File: config.mk
export PLATFORM = sky130hd
export DESIGN_NAME = sorted_priority_queue_flat
export DESIGN_NICKNAME = d
export VERILOG_FILES = /design/src/rtl/spq_pkg.sv /design/src/rtl/spq_in_if.sv /design/src/rtl/spq_out_if.sv /design/src/rtl/sorted_priority_queue.sv /design/src/rtl/spq_cell.sv /design/src/flat_wrapper.sv
export SDC_FILE = /design/constraint.sdc
export NUM_CORES = 2
export LEC_CHECK = 0
export ABC_AREA = 1
export BUFFER_PORTS_ARGS = -buffer_cell sky130_fd_sc_hd__clkbuf_2
export CAP_MARGIN = 15
export CORE_MARGIN = 4
export CORE_UTILIZATION = 47
export CTS_CLUSTER_DIAMETER = 100
export DETAILED_ROUTE_END_ITERATION = 8
export PLACE_DENSITY_LB_ADDON = 0.12
export REMOVE_ABC_BUFFERS = 1
export SYNTH_ARGS = -nofsm -noshare
export SYNTH_HDL_FRONTEND = slang
export SYNTH_SLANG_ARGS = --single-unit
File: constraint.sdc
create_clock -name clk_i -period 9.6 [get_ports clk_i]
set_input_delay 1.92 -clock clk_i [delete_from_list [all_inputs] [get_ports clk_i]]
set_output_delay 1.92 -clock clk_i [all_outputs]
set_load 0.05 [all_outputs]
File: src/rtl/spq_pkg.sv
package spq_pkg;

  // operation codes of an input word
  typedef enum logic [1:0] {
    OP_ENQ  = 2'd0,
    OP_DEQ  = 2'd1,
    OP_PEEK = 2'd2,
    OP_NOP  = 2'd3
  } op_e;

  // status codes of a result word
  typedef enum logic [1:0] {
    ST_OK    = 2'd0,
    ST_EMPTY = 2'd1,
    ST_FULL  = 2'd2
  } status_e;

  // command broadcast to every cell of the chain
  typedef struct packed {
    logic enq;
    logic deq;
  } cell_cmd_t;

endpackage

File: src/rtl/spq_in_if.sv
interface spq_in_if #(
  parameter int DATA_WIDTH     = 32,
  parameter int PRIORITY_WIDTH = 8
);
  logic                      valid;
  logic                      ready;
  logic [1:0]                operation;
  logic [DATA_WIDTH-1:0]     data_in;
  logic [PRIORITY_WIDTH-1:0] priority_in;

  modport source (output valid, output operation, output data_in, output priority_in,
                  input ready);
  modport sink   (input valid, input operation, input data_in, input priority_in,
                  output ready);
endinterface

File: src/rtl/spq_out_if.sv
interface spq_out_if #(
  parameter int DATA_WIDTH  = 32,
  parameter int COUNT_WIDTH = 5
);
  logic                   valid;
  logic                   ready;
  logic [DATA_WIDTH-1:0]  data_out;
  logic [1:0]             status;
  logic                   queue_empty;
  logic [COUNT_WIDTH-1:0] entry_count;

  modport source (output valid, output data_out, output status, output queue_empty,
                  output entry_count, input ready);
  modport sink   (input valid, input data_out, input status, input queue_empty,
                  input entry_count, output ready);
endinterface

File: src/rtl/sorted_priority_queue.sv
// a word accepted at one edge has its result in the output register after that edge
// throughput: one word per cycle; every cell compares and shifts in parallel each cycle
// the next word is taken while a result waits, provided the sink takes that result
// reset clears the entry count and the output valid; cell contents are not cleared
// and are only read below the entry count
module sorted_priority_queue #(
  parameter int DEPTH          = 16,
  parameter int DATA_WIDTH     = 32,
  parameter int PRIORITY_WIDTH = 8
) (
  input  logic          clk_i,
  input  logic          rst_ni,
  spq_in_if.sink        in_i,
  spq_out_if.source     out_o
);
  import spq_pkg::*;

  localparam int CW = $clog2(DEPTH + 1);

  op_e                       op;
  logic                      accept;
  logic                      full, empty;
  cell_cmd_t                 cmd;
  logic [CW-1:0]             count_q, count_d;

  logic                      out_valid_q;
  logic [DATA_WIDTH-1:0]     out_data_q, out_data_d;
  status_e                   out_status_q, out_status_d;

  logic [DEPTH-1:0]          keep;
  logic [DEPTH-1:0]          occupied;
  logic [DATA_WIDTH-1:0]     cell_data [DEPTH];
  logic [PRIORITY_WIDTH-1:0] cell_prio [DEPTH];

  // input handshake, output register parts the two sides
  assign op         = op_e'(in_i.operation);
  assign in_i.ready = !out_valid_q || out_o.ready;
  assign accept     = in_i.valid && in_i.ready;
  assign full       = (count_q == CW'(DEPTH));
  assign empty      = (count_q == '0);

  // decode operation into cell command, result and next count
  always_comb begin
    cmd          = '0;
    count_d      = count_q;
    out_data_d   = '0;
    out_status_d = ST_OK;
    unique case (op)
      OP_ENQ: begin
        if (full) begin
          out_status_d = ST_FULL;
        end else begin
          cmd.enq = accept;
          count_d = count_q + CW'(1);
        end
      end
      OP_DEQ: begin
        if (empty) begin
          out_status_d = ST_EMPTY;
        end else begin
          cmd.deq    = accept;
          count_d    = count_q - CW'(1);
          out_data_d = cell_data[0];
        end
      end
      OP_PEEK: begin
        if (empty) begin
          out_status_d = ST_EMPTY;
        end else begin
          out_data_d = cell_data[0];
        end
      end
      default: begin
        out_status_d = ST_OK;
      end
    endcase
  end

  // chain of cells, front at index zero
  for (genvar i = 0; i < DEPTH; i++) begin : g_cell
    logic                      left_keep;
    logic [DATA_WIDTH-1:0]     left_data, right_data;
    logic [PRIORITY_WIDTH-1:0] left_prio, right_prio;

    assign occupied[i] = (CW'(i) < count_q);

    if (i == 0) begin : g_front
      assign left_keep = 1'b1;
      assign left_data = in_i.data_in;
      assign left_prio = in_i.priority_in;
    end else begin : g_inner
      assign left_keep = keep[i-1];
      assign left_data = cell_data[i-1];
      assign left_prio = cell_prio[i-1];
    end

    if (i == DEPTH - 1) begin : g_back
      assign right_data = cell_data[i];
      assign right_prio = cell_prio[i];
    end else begin : g_mid
      assign right_data = cell_data[i+1];
      assign right_prio = cell_prio[i+1];
    end

    spq_cell #(
      .DATA_WIDTH    (DATA_WIDTH),
      .PRIORITY_WIDTH(PRIORITY_WIDTH)
    ) u_cell (
      .clk_i       (clk_i),
      .cmd_i       (cmd),
      .occupied_i  (occupied[i]),
      .new_data_i  (in_i.data_in),
      .new_prio_i  (in_i.priority_in),
      .left_keep_i (left_keep),
      .left_data_i (left_data),
      .left_prio_i (left_prio),
      .right_data_i(right_data),
      .right_prio_i(right_prio),
      .keep_o      (keep[i]),
      .data_o      (cell_data[i]),
      .prio_o      (cell_prio[i])
    );
  end

  // entry count and output valid
  always_ff @(posedge clk_i or negedge rst_ni) begin
    if (!rst_ni) begin
      count_q     <= '0;
      out_valid_q <= 1'b0;
    end else begin
      if (accept) begin
        count_q     <= count_d;
        out_valid_q <= 1'b1;
      end else if (out_o.ready) begin
        out_valid_q <= 1'b0;
      end
    end
  end

  // result payload
  always_ff @(posedge clk_i) begin
    if (accept) begin
      out_data_q   <= out_data_d;
      out_status_q <= out_status_d;
    end
  end

  assign out_o.valid       = out_valid_q;
  assign out_o.data_out    = out_data_q;
  assign out_o.status      = out_status_q;
  assign out_o.entry_count = count_q;
  assign out_o.queue_empty = empty;

  // count never passes the depth
  a_count_bound: assert property (@(posedge clk_i) disable iff (!rst_ni)
    count_q <= CW'(DEPTH))
    else $error("entry count above depth");

  // enqueue on a full queue reports full and keeps the count
  a_full_drop: assert property (@(posedge clk_i) disable iff (!rst_ni)
    accept && op == OP_ENQ && full |=>
      out_valid_q && out_status_q == ST_FULL && count_q == $past(count_q))
    else $error("enqueue on full queue not dropped");

  // dequeue on a held entry takes one off the count
  a_deq_count: assert property (@(posedge clk_i) disable iff (!rst_ni)
    accept && op == OP_DEQ && !empty |=> count_q == $past(count_q) - CW'(1))
    else $error("dequeue did not decrement count");

  // empty queue never returns data
  a_empty_zero: assert property (@(posedge clk_i) disable iff (!rst_ni)
    out_valid_q && out_status_q == ST_EMPTY |-> out_data_q == '0)
    else $error("data returned from empty queue");

endmodule

File: src/rtl/spq_cell.sv
module spq_cell #(
  parameter int DATA_WIDTH     = 32,
  parameter int PRIORITY_WIDTH = 8
) (
  input  logic                      clk_i,
  input  spq_pkg::cell_cmd_t        cmd_i,
  input  logic                      occupied_i,
  input  logic [DATA_WIDTH-1:0]     new_data_i,
  input  logic [PRIORITY_WIDTH-1:0] new_prio_i,
  input  logic                      left_keep_i,
  input  logic [DATA_WIDTH-1:0]     left_data_i,
  input  logic [PRIORITY_WIDTH-1:0] left_prio_i,
  input  logic [DATA_WIDTH-1:0]     right_data_i,
  input  logic [PRIORITY_WIDTH-1:0] right_prio_i,
  output logic                      keep_o,
  output logic [DATA_WIDTH-1:0]     data_o,
  output logic [PRIORITY_WIDTH-1:0] prio_o
);
  import spq_pkg::*;

  logic [DATA_WIDTH-1:0]     data_q, data_d;
  logic [PRIORITY_WIDTH-1:0] prio_q, prio_d;
  logic                      keep;

  // entry stays put when it ranks at or above the incoming one
  assign keep = occupied_i && (prio_q >= new_prio_i);

  // insert, shift towards the back, shift towards the front or hold
  always_comb begin
    data_d = data_q;
    prio_d = prio_q;
    if (cmd_i.enq && !keep) begin
      if (left_keep_i) begin
        data_d = new_data_i;
        prio_d = new_prio_i;
      end else begin
        data_d = left_data_i;
        prio_d = left_prio_i;
      end
    end else if (cmd_i.deq) begin
      data_d = right_data_i;
      prio_d = right_prio_i;
    end
  end

  // payload register, no reset
  always_ff @(posedge clk_i) begin
    data_q <= data_d;
    prio_q <= prio_d;
  end

  assign keep_o = keep;
  assign data_o = data_q;
  assign prio_o = prio_q;

endmodule
File: src/flat_wrapper.sv
// flat-port wrapper written by rule: the top's interface ports become plain ports
module sorted_priority_queue_flat import spq_pkg::*;
#(
  parameter int DEPTH          = 16,
  parameter int DATA_WIDTH     = 32,
  parameter int PRIORITY_WIDTH = 8
)
  (clk_i, rst_ni, in_i_valid, in_i_operation, in_i_data_in, in_i_priority_in, in_i_ready, out_o_valid, out_o_data_out, out_o_status, out_o_queue_empty, out_o_entry_count, out_o_ready);
  spq_in_if #(.DATA_WIDTH(DATA_WIDTH), .PRIORITY_WIDTH(PRIORITY_WIDTH)) in_i_i ();
  spq_out_if #(.DATA_WIDTH(DATA_WIDTH)) out_o_i ();
  input  logic clk_i;
  input  logic rst_ni;
  input wire logic [$bits(in_i_i.valid)-1:0] in_i_valid;
  input wire logic [$bits(in_i_i.operation)-1:0] in_i_operation;
  input wire logic [$bits(in_i_i.data_in)-1:0] in_i_data_in;
  input wire logic [$bits(in_i_i.priority_in)-1:0] in_i_priority_in;
  output wire logic [$bits(in_i_i.ready)-1:0] in_i_ready;
  output wire logic [$bits(out_o_i.valid)-1:0] out_o_valid;
  output wire logic [$bits(out_o_i.data_out)-1:0] out_o_data_out;
  output wire logic [$bits(out_o_i.status)-1:0] out_o_status;
  output wire logic [$bits(out_o_i.queue_empty)-1:0] out_o_queue_empty;
  output wire logic [$bits(out_o_i.entry_count)-1:0] out_o_entry_count;
  input wire logic [$bits(out_o_i.ready)-1:0] out_o_ready;
  assign in_i_i.valid = in_i_valid;
  assign in_i_i.operation = in_i_operation;
  assign in_i_i.data_in = in_i_data_in;
  assign in_i_i.priority_in = in_i_priority_in;
  assign in_i_ready = in_i_i.ready;
  assign out_o_valid = out_o_i.valid;
  assign out_o_data_out = out_o_i.data_out;
  assign out_o_status = out_o_i.status;
  assign out_o_queue_empty = out_o_i.queue_empty;
  assign out_o_entry_count = out_o_i.entry_count;
  assign out_o_i.ready = out_o_ready;
  sorted_priority_queue #(.DEPTH(DEPTH), .DATA_WIDTH(DATA_WIDTH), .PRIORITY_WIDTH(PRIORITY_WIDTH)) u_core (.clk_i(clk_i), .rst_ni(rst_ni), .in_i(in_i_i), .out_o(out_o_i));
endmodule
# After elaboration in Yosys (flattened, before gate mapping)
# Index checks and enable logic that the tools add are counted.
# totals
reg_bits,680
input_bits,46
wordCells,251
# op_classes
add_sub_neg,2
n_lt_le_gt_ge,32
eq_ne,5
n_mux,102
n_bitwise,1
reduce_logical,73
# ops
op,count
$mux 32,45
$mux 8,45
$ge 8x8->1,16
$lt 4x5->1 const A,8
$reduce_bool 2->1,17
$logic_and 1x1->1,33
$lt 3x5->1 const A,4
$logic_not 1->1,17
$lt 1x5->1 const A,2
$lt 2x5->1 const A,2
$mux 5,2
$pmux 5 s2,1
$mux 1,7
$add 5x1->5 const B,1
$eq 5x5->1 const B,1
$logic_not 5->1,1
$sub 5x1->5 const B,1
$ne 2x2->1 const B,2
$pmux 2 s2,1
$reduce_and 4->1,1
$reduce_or 2->1,2
$eq 2x1->1 const B,1
$eq 2x2->1 const B,1
$logic_not 2->1,1
3 further kinds,3

# Logic depth before layout (Yosys ltp)
# depth
word_depth,7
mapped_depth,15
depth_no_buf,14

# Cells and area by module
# From an unflattened synthesis, not the netlist that was laid out.
# unflattened
cells_unflattened,4331
area_unflattened_um2,42664.7
# by_module_without_submodules
mod,n_inst,cells_per_inst,area_per_inst_um2,seq_area_each_um2
spq_cell at u_core.g_cell[0].u_cell ...,9,257,2534.9,1201.2
spq_cell at u_core.g_cell[3].u_cell ...,7,257,2539.9,1201.2
sorted_priority_queue,1,219,2070.7,1171.1

# Worst setup path before layout
# No wires, ideal clock.
# synth_timing
path_type,input port to flip-flop
start,input out_o_ready
end,register u_core.g_cell[15].u_cell.data_q[0] (enable)
setup_time_ps,451
t_arrival_ps,5451
t_required_ps,9149
slack_ps,3698
path_stages,6
path_buffers,0
cell_sequence,inv_1 nand2_1 nand2_1 inv_1 nand2_1 a21oi_1
# synth_between
elab_chain_len,5
# synth_rtl
item,line_no,source
"start, declared",flat_wrapper.sv:23,input wire logic [$bits(out_o_i.ready)-1:0] out_o_ready;
$logic_or 1x1->1,sorted_priority_queue.sv:37,assign in_i.ready = !out_valid_q || out_o.ready;
named net in_i_ready,flat_wrapper.sv:17,output wire logic [$bits(in_i_i.ready)-1:0] in_i_ready;
$logic_and 1x1->1,sorted_priority_queue.sv:38,assign accept = in_i.valid && in_i.ready;
named net u_core.accept,sorted_priority_queue.sv:21,logic accept;
$mux 1,sorted_priority_queue.sv:50,if (full) begin
$mux 1,sorted_priority_queue.sv:48,unique case (op)
$logic_and 1x1->1,spq_cell.sv:32,if (cmd_i.enq && !keep) begin
"end signal, assigned",spq_cell.sv:48,data_q <= data_d;
"end, declared",spq_cell.sv:21,"logic [DATA_WIDTH-1:0] data_q, data_d;"
# The timed path passes the listed nets, and every way through them passes these cells.
# A chain may end at the register's enable or synchronous reset.

# Worst setup path after layout
# layout_timing
start,input in_i_priority_in[7]
end,register u_core.g_cell[8].u_cell.prio_q[0] (enable)
# layout_between
elab_chain_len,5
# layout_rtl
item,line_no,source
"start, declared",flat_wrapper.sv:16,input wire logic [$bits(in_i_i.priority_in)-1:0] in_i_priority_in;
$ge 8x8->1,spq_cell.sv:26,assign keep = occupied_i && (prio_q >= new_prio_i);
$logic_and 1x1->1,spq_cell.sv:26,
$logic_not 1->1,spq_cell.sv:32,
$logic_and 1x1->1,spq_cell.sv:32,
$reduce_bool 2->1 (no source line),-,
"end signal, assigned",spq_cell.sv:49,prio_q <= prio_d;
"end, declared",spq_cell.sv:22,"logic [PRIORITY_WIDTH-1:0] prio_q, prio_d;"
# Every way passes these cells.

==> out/results.ini <==
[outcome]
status = complete, no violations

[worst_hold_path]
hp-class = flop to flop

[route]
vias = 36700
dr.pass1.iters = 6
drc_errors = 0
wl_mm = 161
drt_iter0_markers = 5339
vias_per_cell = 5.79
wire_per_inst_um = 25.4
ant_nets = 0

[setup_path]
worstPathRequired_ns = 9.86
end_kind = flop
cp-start-kind = input pin
critPathSlowestCell = nand2_2
path_max_fanout = 42
worstPathArrival_ns = 6.46
reg2reg_slack_ns = 4.69
crit_chain = clkbuf_2, inv_1, buf_4, ha_1, nand2_1, inv_1, nor2_1, o21a_1, nand2_1, buf_4, nand2_1, buf_4, nand2_2, nand2_1, buf_4
setup.worst_path.class = input pin to flop
crit_path_max_incr_delay_ns = 0.64

[sta]
maxSlewHeadroom = 0.201
max_freq_ghz = 0.161
finalHoldViolCount = 0
fin_worst_skew_ns = 0.0227
grt_setup_unrepaired = no
period_minus_slack_ns = 6.20
drv_slew = 0
tightest_slew_ns = 1.19
hold_ws_ns = 0.530
setup_violations = 0
finalSetupTns_ns = 0
timing.final.crit_share = 0.646

[global_route]
grt_max_degree = 81
grt_pass1_wl_mm = 228
grt_usage = 0.347
grt_pass1_vias = 33600
globalRouteOverflowTotal = 0
antenna_found_initial = 2

[power]
power_density_mw_per_mm2 = 222
fin_total_pwr_mw = 9.65
peakVddDrop_mv = 0.158
p_leak_nw = 21.1

[clock_tree]
clock_path_buffers = 3
htree_levels = 3
cts_root_buffer = clkbuf_16
cts.clk_slew.worst_paths_ns = 0.06
cts-resized-gates = 0
cts_inserted_buffers = 79
cts_num_sinks = 680
cts_setup_buffers = 0
cts_hold_buf = 0
cts_tree = built
clkLatencyLatePin_ns = 0.64

[placement]
placedCellCount = 6198
hpwl_mm = 106
io_buffers = 87
place_congestion = 0.923

[cells_and_area]
final_cell_count_no_fill = 6339
layout-drive-gt1-share = 0.0586
fin_nets = 5327
area_delta_synth_final_pct = 8.84

[yosys]
yosys_warnings = 0
avgSynthCellArea_sq_um = 7.60
synthCells = 5251
synth_seq_cells = 680
netlist_area_sq_mm = 0.0399
yosysSeqAreaShare = 0.511
ys_types = 27

[job]
cap_violations = 0

[floorplan]
num_rows = 106
die_area_sq_mm = 0.0896
chipHeight_um = 299
start_util = 0.475
core_area_sq_mm = 0.0840
fp.dieW_um = 299
io_pins = 88

==> cells in the final DEF (no fill, tap or decap) <==
cell and instances:
nor2_1 74, clkinv_1 17, a21oi_4 2, nand2_2 16, ha_1 135, nor3_1 4
inv_1 164, nand2_1 3082, clkinv_8 3, nand3_1 578, edfxtp_1 674, nor2_2 1
o31ai_1 1, inv_2 21, o21ai_2 2, dfrtp_1 6, diode_2 2, o21ai_0 85
clkbuf_1 18, o21ai_4 2, clkbuf_2 87, a21oi_1 35, xor2_1 4, o21a_1 14
nand3b_1 1, inv_16 1, clkinv_2 7, a21o_1 1, nand3_2 1, buf_16 2
bufinv_16 6, xnor2_1 1, clkbuf_8 3, inv_6 3, buf_4 68, clkbuf_16 80
nand4_1 4
==> power by group <==
| part | internal, mW | switching (mW) |
|---|---|---|
| combinational | 0.688 | 2.07 |
| sequential | 3.63 | 0.247 |
| clock | 1.72 | 1.29 |
| total | 6.04 | 3.61 |
==> worst paths after layout <==
check,start,to,cells past startpoint
max,in_i_priority_in[7],u_core.g_cell[8].u_cell.prio_o[0],15
min,u_core.out_o.valid,u_core.out_o.valid,2
max reg2reg,u_core.out_o.entry_count[4],u_core.g_cell[8].u_cell.data_o[3],11
min reg2reg,u_core.out_o.valid,u_core.out_o.valid,2
max in group asynchronous,rst_ni,u_core.out_o.valid,1
min in group asynchronous,rst_ni,u_core.out_o.entry_count[4],1
==> through the flow <==
stage          setup slack (ns)  area (sq um)  utilization
2_1_floorplan              2.21         38500            -
3_3_place_gp               2.96         40900        0.487
3_5_place_dp               2.80         40900        0.487
4_1_cts                    3.45         43400        0.517
5_1_grt                    3.17         43400        0.517
6_report                   3.40         43400        0.517
==> sequential cells by signal, indices dropped and copies added, names as in the netlist <==
signal / count
u_core.g_cell.u_cell.prio_o: 128
u_core.g_cell.u_cell.data_o: 512
u_core.out_o.data_out: 32
u_core.out_o.valid: 1
u_core.out_o.status: 2
u_core.out_o.entry_count: 5
==> routing by layer <==
metal,GRT usage,vias to the layer above,part of all wire
met5,0,-,0.000081
met4,0.204,2,0.070
met3,0.0897,444,0.12
met2,0.502,2422,0.42
met1,0.472,17100,0.39
li1,-,16700,-
==> synth_stat cells <==
| library cell | number | area (sq um) |
|---|---|---|
| nand2_1 | 3089 | 11600 |
| edfxtp_1 | 674 | 20200 |
| nand3_1 | 579 | 2900 |
| clkbuf_1 | 209 | 785 |
| inv_1 | 164 | 616 |
| ha_1 | 135 | 1690 |
| buf_2 | 124 | 621 |
| o21ai_0 | 85 | 425 |
| nor2_1 | 74 | 278 |
| a21oi_1 | 37 | 185 |
| inv_2 | 21 | 78.8 |
| o21a_1 | 14 | 105 |
| nand2_2 | 9 | 56.3 |
| buf_1 | 8 | 30.0 |
| dfrtp_1 | 6 | 150 |
| nand4_1 | 4 | 25.0 |
| nor3_1 | 4 | 20.0 |
| xor2_1 | 4 | 35.0 |
| o21ai_1 | 3 | 15.0 |
| a21o_1 | 1 | 7.51 |
| buf_4 | 1 | 7.51 |
| buf_6 | 1 | 11.3 |
| nand3b_1 | 1 | 7.51 |
| nor2_2 | 1 | 6.26 |
| o21ai_2 | 1 | 8.76 |
| o31ai_1 | 1 | 7.51 |
| xnor2_1 | 1 | 8.76 |
==> cell type report <==
class                           count  area [sq um]
Inverter                          185           694
Tap cell                         1134          1420
Fill cell                        8315         40500
Antenna cell                        2          5.00
Multi-Input combinational cell   4043         17400
Sequential cell                   680         20400
Clock buffer                      101          2110
Clock inverter                     37           374
Timing Repair Buffer              157          1000
==> cell families (layout without fill, tap and decap cells) <==
logic type / after synthesis / in the layout / share of synthesized area
AOI/OAI and AO/OA: 142 / 142 / 0.0189
xor gates and xnor gates: 5 / 5 / 0.00110
adders and majority gates: 135 / 135 / 0.0423
buffers and inverters: 528 / 480 / 0.0538
DFF: 680 / 680 / 0.511
other: 0 / 2 / 0
and+or+nand+nor: 3761 / 3761 / 0.373
==> critical path, delay by kind of cell <==
kind            cells  cell delay, ns
buf+inv             7            2.55
simple gates        6            1.41
fa+ha+maj           1            0.31
compound gates      1            0.12
(Power assumes the default switching activity.)
